<file path="src/hw/rtl/rpc_record_mark_deframer_core_macros.svh">
// ----------------------------------------------------------------------------
// Assertion macros for the record-mark deframer
// Shared concurrent assertion forms, clocked and disabled by reset.
// ----------------------------------------------------------------------------
`ifndef RPC_RECORD_MARK_DEFRAMER_CORE_MACROS_SVH
`define RPC_RECORD_MARK_DEFRAMER_CORE_MACROS_SVH

// Same-cycle implication.
`define RPCD_ASSERT_IMP(label, clk, rst_n, ante, cons) \
	label: assert property (@(posedge clk) disable iff (!rst_n) (ante) |-> (cons)) \
	else $error("rpcd assertion failed");

// Next-cycle implication.
`define RPCD_ASSERT_NXT(label, clk, rst_n, ante, cons) \
	label: assert property (@(posedge clk) disable iff (!rst_n) (ante) |=> (cons)) \
	else $error("rpcd assertion failed");

`endif

</file>
<file path="src/hw/rtl/rpcd_pkg.sv">
// ----------------------------------------------------------------------------
// rpcd_pkg
// Types and constants shared by the record-mark deframer modules.
// ----------------------------------------------------------------------------
package rpcd_pkg;

	localparam int unsigned MaxWidth  = 25;
	localparam int unsigned DeclWidth = 32;
	localparam int unsigned LenWidth  = 31;

	localparam logic [MaxWidth-1:0] MAX_RESET = 25'd65536;
	localparam logic [DeclWidth-1:0] DECL_SAT = 32'hffff_ffff;

	typedef enum logic [1:0] {
		KIND_MARKER  = 2'd0,
		KIND_KEPT    = 2'd1,
		KIND_DROPPED = 2'd2
	} kind_t;

	typedef struct packed {
		kind_t                kind;
		logic [7:0]           data;
		logic                 message_end;
		logic                 too_long;
		logic [MaxWidth-1:0]  kept_count;
		logic [DeclWidth-1:0] declared_length;
	} result_t;

endpackage

</file>
<file path="src/hw/rtl/rpcd_in_stage.sv">
// ----------------------------------------------------------------------------
// rpcd_in_stage
// Input register: captures one stream byte per beat and holds it until used.
// ----------------------------------------------------------------------------
module rpcd_in_stage (
	input  logic       clk,
	input  logic       arst_n,
	input  logic       in_valid,
	output logic       in_stall,
	input  logic [7:0] data_byte,
	input  logic       advance,
	output logic       valid_s1,
	output logic [7:0] byte_s1
);

	logic accept;

	// stall only while a held byte cannot move on this cycle
	assign in_stall = valid_s1 && !advance;
	assign accept   = in_valid && !in_stall;

	always_ff @(posedge clk or negedge arst_n) begin
		if (!arst_n) begin
			valid_s1 <= 1'b0;
		end else if (accept) begin
			valid_s1 <= 1'b1;
		end else if (advance) begin
			valid_s1 <= 1'b0;
		end
	end

	always_ff @(posedge clk) begin
		if (accept) begin
			byte_s1 <= data_byte;
		end
	end

endmodule

</file>
<file path="src/hw/rtl/rpcd_engine.sv">
// ----------------------------------------------------------------------------
// rpcd_engine
// Deframing state and the per-byte update: marker gather, length tally, limit.
// ----------------------------------------------------------------------------
`include "rpc_record_mark_deframer_core_macros.svh"

module rpcd_engine (
	input  logic                            clk,
	input  logic                            arst_n,
	input  logic                            step_en,
	input  logic [7:0]                      byte_in,
	input  logic [rpcd_pkg::MaxWidth-1:0]   max_bytes,
	output rpcd_pkg::result_t               res
);

	typedef enum logic [3:0] {
		PH_MESSAGE = 4'b0001,
		PH_MARKER  = 4'b0010,
		PH_DATA    = 4'b0100,
		PH_LAST    = 4'b1000
	} phase_t;

	phase_t                             phase_q, phase_d;
	logic [1:0]                         seen_q, seen_d;
	logic [31:0]                        shift_q, shift_d;
	logic [rpcd_pkg::LenWidth-1:0]      rem_q, rem_d;
	logic [rpcd_pkg::DeclWidth-1:0]     decl_q, decl_d;
	logic [rpcd_pkg::MaxWidth-1:0]      kept_q, kept_d;
	logic                               over_q, over_d;

	// values at the start of this byte, after a new message clears them
	phase_t                             ph_e;
	logic [1:0]                         seen_e;
	logic [31:0]                        shift_e;
	logic [rpcd_pkg::DeclWidth-1:0]     decl_e;
	logic [rpcd_pkg::MaxWidth-1:0]      kept_e;
	logic                               over_e;

	logic [31:0]                        shift_n;
	logic [rpcd_pkg::DeclWidth:0]       sum;
	logic [rpcd_pkg::LenWidth-1:0]      flen;
	logic [rpcd_pkg::LenWidth-1:0]      rem_dec;
	rpcd_pkg::kind_t                    kind;
	logic                               end_flag;

	always_comb begin
		if (phase_q == PH_MESSAGE) begin
			ph_e    = PH_MARKER;
			seen_e  = 2'd0;
			shift_e = 32'd0;
			decl_e  = '0;
			kept_e  = '0;
			over_e  = 1'b0;
		end else begin
			ph_e    = phase_q;
			seen_e  = seen_q;
			shift_e = shift_q;
			decl_e  = decl_q;
			kept_e  = kept_q;
			over_e  = over_q;
		end
	end

	assign shift_n = {shift_e[23:0], byte_in};
	assign flen    = shift_n[rpcd_pkg::LenWidth-1:0];
	assign sum     = {1'b0, decl_e} + {2'b00, flen};
	assign rem_dec = rem_q - 1'b1;

	always_comb begin
		phase_d  = ph_e;
		seen_d   = seen_e;
		shift_d  = shift_e;
		rem_d    = rem_q;
		decl_d   = decl_e;
		kept_d   = kept_e;
		over_d   = over_e;
		kind     = rpcd_pkg::KIND_MARKER;
		end_flag = 1'b0;
		case (ph_e)
			PH_MARKER: begin
				if (seen_e == 2'd3) begin
					seen_d  = 2'd0;
					shift_d = 32'd0;
					decl_d  = sum[rpcd_pkg::DeclWidth] ? rpcd_pkg::DECL_SAT
						: sum[rpcd_pkg::DeclWidth-1:0];
					if (decl_d > {{(rpcd_pkg::DeclWidth-rpcd_pkg::MaxWidth){1'b0}},
						max_bytes}) begin
						over_d = 1'b1;
					end
					if (flen == '0) begin
						if (shift_n[31]) begin
							end_flag = 1'b1;
							phase_d  = PH_MESSAGE;
						end else begin
							phase_d = PH_MARKER;
						end
					end else begin
						rem_d   = flen;
						phase_d = shift_n[31] ? PH_LAST : PH_DATA;
					end
				end else begin
					seen_d  = seen_e + 2'd1;
					shift_d = shift_n;
				end
			end
			PH_DATA, PH_LAST: begin
				if (kept_e < max_bytes) begin
					kind   = rpcd_pkg::KIND_KEPT;
					kept_d = kept_e + 1'b1;
				end else begin
					kind = rpcd_pkg::KIND_DROPPED;
				end
				rem_d = rem_dec;
				if (rem_dec == '0) begin
					if (ph_e == PH_LAST) begin
						end_flag = 1'b1;
						phase_d  = PH_MESSAGE;
					end else begin
						phase_d = PH_MARKER;
						seen_d  = 2'd0;
						shift_d = 32'd0;
					end
				end
			end
			default: begin
				phase_d = PH_MESSAGE;
			end
		endcase
	end

	always_ff @(posedge clk or negedge arst_n) begin
		if (!arst_n) begin
			phase_q <= PH_MESSAGE;
			seen_q  <= 2'd0;
			shift_q <= 32'd0;
			rem_q   <= '0;
			decl_q  <= '0;
			kept_q  <= '0;
			over_q  <= 1'b0;
		end else if (step_en) begin
			phase_q <= phase_d;
			seen_q  <= seen_d;
			shift_q <= shift_d;
			rem_q   <= rem_d;
			decl_q  <= decl_d;
			kept_q  <= kept_d;
			over_q  <= over_d;
		end
	end

	assign res.kind            = kind;
	assign res.data            = byte_in;
	assign res.message_end     = end_flag;
	assign res.too_long        = over_d;
	assign res.kept_count      = kept_d;
	assign res.declared_length = decl_d;

	`RPCD_ASSERT_IMP(a_rem_nonzero_in_data, clk, arst_n,
		(phase_q == PH_DATA || phase_q == PH_LAST), rem_q != '0)
	`RPCD_ASSERT_IMP(a_seen_only_in_marker, clk, arst_n,
		seen_q != 2'd0, phase_q == PH_MARKER)
	`RPCD_ASSERT_IMP(a_kept_within_declared, clk, arst_n,
		1'b1, {{(rpcd_pkg::DeclWidth-rpcd_pkg::MaxWidth){1'b0}}, kept_q} <= decl_q)
	`RPCD_ASSERT_NXT(a_end_restarts_message, clk, arst_n,
		step_en && end_flag, phase_q == PH_MESSAGE)

endmodule

</file>
<file path="src/hw/rtl/rpc_record_mark_deframer_core.sv">
// ----------------------------------------------------------------------------
// rpc_record_mark_deframer_core
// Record-mark deframer for an RPC-over-TCP byte stream.
// ----------------------------------------------------------------------------
// Use:
//   Feed the reassembled stream one byte per beat on in_valid/data_byte;
//   the block raises in_stall when it cannot take a beat. Each input beat
//   yields exactly one output beat on out_valid with kind (marker, kept or
//   dropped payload), the byte copy, message_end, too_long, kept_count and
//   declared_length; the last three show the state after that byte.
//   max_message_bytes is written through cfg_wr_en/cfg_wr_data; write it
//   only while no beat is in flight.
// Timing:
//   The byte sits in the input register, then the state update writes the
//   result register when the byte advances; the result beat is offered
//   from there. One beat per cycle is sustained while out_stall is low; the
//   state update is a single 33-bit add with saturation and a 32-bit
//   compare per byte.
// Reset:
//   arst_n clears both pipeline valid bits and the deframing state; the
//   limit returns to 65536 bytes.
// Stall:
//   out_stall holds the result register; the input register still fills,
//   then in_stall rises until the result is taken.
// ----------------------------------------------------------------------------
module rpc_record_mark_deframer_core (
	input  logic                            clk,
	input  logic                            arst_n,
	input  logic                            in_valid,
	output logic                            in_stall,
	input  logic [7:0]                      data_byte,
	output logic                            out_valid,
	input  logic                            out_stall,
	output logic [1:0]                      kind,
	output logic [7:0]                      data_out,
	output logic                            message_end,
	output logic                            too_long,
	output logic [rpcd_pkg::MaxWidth-1:0]   kept_count,
	output logic [rpcd_pkg::DeclWidth-1:0]  declared_length,
	input  logic                            cfg_wr_en,
	input  logic [rpcd_pkg::MaxWidth-1:0]   cfg_wr_data
);

	logic [rpcd_pkg::MaxWidth-1:0] max_bytes_q;
	logic                          valid_s1;
	logic [7:0]                    byte_s1;
	logic                          valid_s2;
	logic                          s2_free;
	logic                          advance;
	rpcd_pkg::result_t             res;
	rpcd_pkg::result_t             res_s2;

	// limit register: takes effect on the next byte processed
	always_ff @(posedge clk or negedge arst_n) begin
		if (!arst_n) begin
			max_bytes_q <= rpcd_pkg::MAX_RESET;
		end else if (cfg_wr_en) begin
			max_bytes_q <= cfg_wr_data;
		end
	end

	// result slot frees when empty or being drained this cycle
	assign s2_free = !valid_s2 || !out_stall;
	assign advance = valid_s1 && s2_free;

	rpcd_in_stage u_in (
		.clk       (clk),
		.arst_n    (arst_n),
		.in_valid  (in_valid),
		.in_stall  (in_stall),
		.data_byte (data_byte),
		.advance   (advance),
		.valid_s1  (valid_s1),
		.byte_s1   (byte_s1)
	);

	// update the deframing state only when the byte moves into the result slot
	rpcd_engine u_engine (
		.clk       (clk),
		.arst_n    (arst_n),
		.step_en   (advance),
		.byte_in   (byte_s1),
		.max_bytes (max_bytes_q),
		.res       (res)
	);

	always_ff @(posedge clk or negedge arst_n) begin
		if (!arst_n) begin
			valid_s2 <= 1'b0;
		end else if (s2_free) begin
			valid_s2 <= valid_s1;
		end
	end

	// hold the result while the receiver stalls
	always_ff @(posedge clk) begin
		if (advance) begin
			res_s2 <= res;
		end
	end

	assign out_valid       = valid_s2;
	assign kind            = res_s2.kind;
	assign data_out        = res_s2.data;
	assign message_end     = res_s2.message_end;
	assign too_long        = res_s2.too_long;
	assign kept_count      = res_s2.kept_count;
	assign declared_length = res_s2.declared_length;

endmodule

</file>
<file path="config.mk">
export PLATFORM = sky130hd
export DESIGN_NAME = rpc_record_mark_deframer_core
export DESIGN_NICKNAME = d
export VERILOG_FILES = /design/src/hw/rtl/rpcd_pkg.sv /design/src/hw/rtl/rpcd_in_stage.sv /design/src/hw/rtl/rpcd_engine.sv /design/src/hw/rtl/rpc_record_mark_deframer_core.sv
export VERILOG_INCLUDE_DIRS = /design/src /design/src/hw/rtl
export SDC_FILE = /design/constraint.sdc
export NUM_CORES = 1
export LEC_CHECK = 0
export BUFFER_PORTS_ARGS = -buffer_cell sky130_fd_sc_hd__buf_2
export CORE_UTILIZATION = 26
export CTS_BUF_LIST = sky130_fd_sc_hd__clkbuf_8
export CTS_CLUSTER_DIAMETER = 40
export DETAILED_ROUTE_END_ITERATION = 10
export PLACE_DENSITY = 0.51
export SLEW_MARGIN = 0
export SYNTH_ARGS = -nofsm -noshare
export SYNTH_HDL_FRONTEND = slang
export SYNTH_SLANG_ARGS = --single-unit
</file>
<file path="constraint.sdc">
create_clock -name clk -period 11.2 [get_ports clk]
set_clock_uncertainty 0.2 [all_clocks]
set_input_delay 1.12 -clock clk [delete_from_list [all_inputs] [get_ports clk]]
set_output_delay 1.12 -clock clk [all_outputs]
set_load 0.1 [all_outputs]
</file>
After elaboration in Yosys (flattened, before gate mapping). Index checks and enable logic that the tools add are counted.

Bits in registers: 231. Bits in latches: 0. Memory bits (writable): 0. Bits in read-only memories: 0. Output and inout bits: 71. Word-level logic and storage cells: 85. Memories kept: 0.

Add/subtract/negate cells: 4. Multipliers: 0. Div/mod/pow operators: 0. Magnitude comparators: 2. Eq/ne operators: 7. Shifts and indexed selects: 0. Multiplexer cells: 41. Bitwise gates (word level): 0. Reduce and logical (&&, ||, !) cells: 14.

Operator list (number): 2-to-1 mux 32 bit (8); 2-to-1 mux 25 bit (3); case mux 32 bit (2 select lines) (1); zero test 31 bit (2); 2-to-1 mux 31 bit (2); case mux 31 bit (2 select lines) (1); adder 32 x 31 -> 33 bit (1); greater-than comparator 32 x 25 -> 1 bit (1); subtractor 31 x 1 -> 31 bit (second input constant) (1); adder 25 x 1 -> 25 bit (second input constant) (1); < comparator 25 bit (1); 2-to-1 mux 4 bit (5); 2-to-1 mux 2 bit (7); 2-to-1 mux 1 bit (11); case mux 4 bit (2 select lines) (1); == test 4 x 1 -> 1 bit (second input constant) (1); == test 4 x 2 -> 1 bit (second input constant) (1); == test 4 x 3 -> 1 bit (second input constant) (1); == test 4 bit (second input constant) (1); zero test 1 bit (4); case mux 2 bit (2 select lines) (1); AND reduction 4 bit (1); nonzero test 2 bit (2); logical AND 1 bit (3); other kinds (7) (7).

Logic depth before layout (Yosys ltp).
Word-level depth: 8. Gate-level depth with buffers: 28.

Cells and area by module. A second synthesis with hierarchy kept.

Cells, all modules: 1456. Area, all modules: 14027.2 um2.

By module, submodules not included: rpcd_engine (instances 1, cells an instance 1318, area each 10582.6 um2, sequential area each 2979.1 um2); rpc_record_mark_deframer_core (instances 1, cells an instance 125, area each 3146.8 um2, sequential area each 2723.9 um2); rpcd_in_stage (instances 1, cells an instance 13, area each 297.8 um2, sequential area each 265.3 um2).

Least setup slack after synthesis. OpenSTA, ideal clock, no wires.

Path type: flip-flop to flip-flop. Start point: register u_engine.phase_q[3]. End point: register res_s2, in the netlist too_long (data pin). Setup time: 0.256 ns. Arrival: 5.508 ns. Data required time: 10.744 ns. Path slack: 5.236 ns. Cell stages (with the launch flop): 27. Period minus slack after synthesis: 5.964 ns. Cell sequence: dfrtp_1 > buf_2 > or4b_1 > buf_2 > buf_2 > buf_2 > clkbuf_1 > clkbuf_1 > clkbuf_1 > and2_1 > ha_1 > and4_1 > and2_0 > a221o_1 > o21ai_0 > a31oi_1 > clkbuf_1 > or2_2 > ha_1 > nand4_1 > nor3_1 > nand2_1 > o32a_1 > o21ai_0 > and3_1 > nand4_1 > a22o_1.

RTL lines: from (decl) (RTL line rpcd_engine.sv:23) `phase_t phase_q, phase_d;`; from (signal assigned) (RTL line rpcd_engine.sv:141) `phase_q <= phase_d;`; to (signal assigned) (RTL line rpc_record_mark_deframer_core.sv:98) `res_s2 <= res;`; to (decl) (RTL line rpc_record_mark_deframer_core.sv:51) `rpcd_pkg::result_t res_s2;`.

==> reports/results.ini <==
[outcome]
status=complete, no violations

[timing]
min_period_ns=7.02
worst_slew_pin_slew_ns=1.04
setup_tns_ns=0
finalCritPeriodShare_pct=62.7
final-setup-viol-count=0
hold_viol_final=0
rsz0062_at_grt=no
maxSlewViolCount=0
relSlewSlack_pct=30.4
fmax_mhz=142

[floorplanning]
pin_count=109
num_rows=85
coreArea_um2=53800
die_area_um2=55300
die_h_um=235
fp.dieW_um=235
initial_core_util_pct=26.3

[setup_path]
endpoint_kind=flip-flop
reg2reg_from=u_engine.phase_q[3]
cp.arrival_ns=7.19
crit_start=u_engine.phase_q[3]
critPathKind=reg -> reg
required_ns=11.37
startpoint_type=flip-flop
cp_max_fo=98

[global_route]
first_global_vias=11800
antenna_found_initial=1
grt_pass1_wl_um=68500
grt_usage_pct=15.8
grt_max_degree=99
grt-ovfl-total=0

[drt]
drt_iter0_drc=757
wl_um=43900
detail_route.wl_per_cell_um=18.7
vias=12000
first_pass_iters=7
vias_per_cell=5.09
drtAntennaViolNets=0
drc_errors=0

[clocking]
numCtsBuffers=47
cts_max_level=2
path_clk_slew_ns=0.06
cts_resized=0
cts_setup_buffers=0
cts_hold_buf=0
clock_latency_ns=0.62
cts.sinks=223
cts_root_buf=clkbuf_8
clk_path_buf_depth=3
cts_tree=done

[synthesis]
synthTopCellsByArea=dfrtp_1 25%, edfxtp_1 16%, ha_1 7.4%, nand2_1 4.0%, o21ai_0 3.9%
ys_seq_elements=223
synth_edf_count=77
yosysUniqueCellTypes=81
synth_most_common_cell=nand2_1
synth.net_count=1654
synth_flop_cell=dfrtp_1
yosys_warnings=0
synth_cells=1531
syn_area_um2=14100
ys_top_cells_by_count=149 x nand2_1, 144 x dfrtp_1, 133 x nor2_1
synth_area_per_cell_um2=9.23
synthDominantCellAreaShare_pct=25.5
synth-seq-area-share_pct=42.2
synthArstFlopShare_pct=65.5
synth_largest_area_cell=dfrtp_1

[power]
p_leak_nw=7.12
comb_power_share_pct=49.8
seqPwrFrac_pct=28.5
ir_worst_vdd_uv=152
pwr-share-clk_pct=21.8
power_density_nw_per_um2=274
switching_power_mw=2.11
p_int_mw=2.36
switching_share_pct=47.2

[layout]
drive_above_1_share_pct=16.8
fillCellCount=5627
final_area_um2=16300
area_growth_pct=15.6
nNetsFinal=1736
utilization_pct=30.4
antenna_cells=0

[placed_design]
dpl_cell_area_um2=15300
dp_hpwl_um=31700
numPortBuffers=108
gp_congestion=0.852

[min_path]
hp-class=reg -> reg
min_from=u_engine.decl_q[12]

[run]
maxCapViolations=0

## final cells by class
class	instances	area (um^2)	share of cell area (%)
clock buffer	54	743	4.55
clock inverter	34	303	1.85
inverter	60	228	1.39
multi-input combinational	1160	7590	46.4
sequential	223	5970	36.5
tap	696	871	5.33
timing repair buffer	121	644	3.94
## layer usage
metal  track usage (%)  wire, um  up-vias
met1              20.1     19700     5820
met3              2.67      2040       96
met5                 0        10        -
met2              26.3     20700      292
li1                  -         -     5740
met4              6.38      1480        2
## critical path, cell delays in order, from the launching register on
cell and delay, ns:
dfrtp_1 0.49, or4b_2 0.69, buf_4 0.41, and2_1 0.43, ha_1 0.44, a21oi_1 0.27, o21ai_0 0.19, a221o_1 0.41
o21ai_0 0.34, a31oi_2 0.14, buf_4 0.27, or2_2 0.34, ha_1 0.29, nor2b_1 0.14, o211ai_1 0.16, a21oi_1 0.09
a211oi_1 0.47, o22ai_1 0.16, o21ai_0 0.23, and3_1 0.19, nand4_1 0.12, a22o_1 0.24
## layout by cell type, fill, tap and decap left out, types with 43 or more instances in the layout
cell type,n
a21oi_1,82
and2_1,65
buf_2,107
clkbuf_8,54
dfrtp_1,144
edfxtp_1,77
ha_1,84
inv_1,68
mux2_2,43
nand2_1,148
nor2_1,133
nor3_1,49
o21ai_0,111
## cells by family after synthesis
logic type	count (synthesis)	share of synthesized area [%]
mux	46	3.64
xor+xnor	50	3.10
compound gates	385	17.5
flops	223	42.2
fa+ha+maj	85	7.58
simple gates	594	21.6
buf+inv	148	4.32
## power by group through the flow
stage / Clock, mW / Combinational, mW / Sequential [mW]
2_1_floorplan: 0 / 1.38 / 1.55
3_3_place_gp: 0 / 2.21 / 1.28
4_1_cts: 1.00 / 2.24 / 1.27
6_report: 0.973 / 2.23 / 1.27
5_1_grt: 1.04 / 2.45 / 1.30
3_5_place_dp: 0 / 2.23 / 1.28
## stage by stage
step	std cells	total power [mW]	hold slack, ns	worst slack (ns)
after floorplan	1531	2.92	0.237	5.24
after global placement	2260	3.49	0.256	4.33
after CTS	2348	4.51	0.277	4.26
after detailed placement	2260	3.51	0.262	4.29
final	2348	4.47	0.280	4.18
after global routing	2348	4.79	0.298	3.92
## path summary, 6_finish.rpt
kind                       slack, ns                   to  cells after the start
setup / recovery                4.18             too_long                     21
hold / removal                  0.28  u_engine.decl_q[12]                      2
setup reg to reg                4.18             too_long                     21
hold reg to reg                 0.28  u_engine.decl_q[12]                      2
max in group asynchronous       9.08   u_engine.rem_q[27]                      2
min in group asynchronous       0.46   u_engine.kept_q[3]                      1
## registers in the layout (all words and copies together), names as in the netlist
name	flops
too_long	1
u_in.byte_s1	8
u_engine.over_q	1
data_out	8
u_engine.shift_q	24
u_engine.kept_q	25
u_engine.rem_q	31
u_engine.decl_q	32
max_bytes_q	25
u_engine.seen_q	2
u_engine.phase_q	4
u_in.valid_s1	1
kept_count	25
out_valid	1
kind	2
declared_length	32
message_end	1
Power figures use the tool's default switching activity.
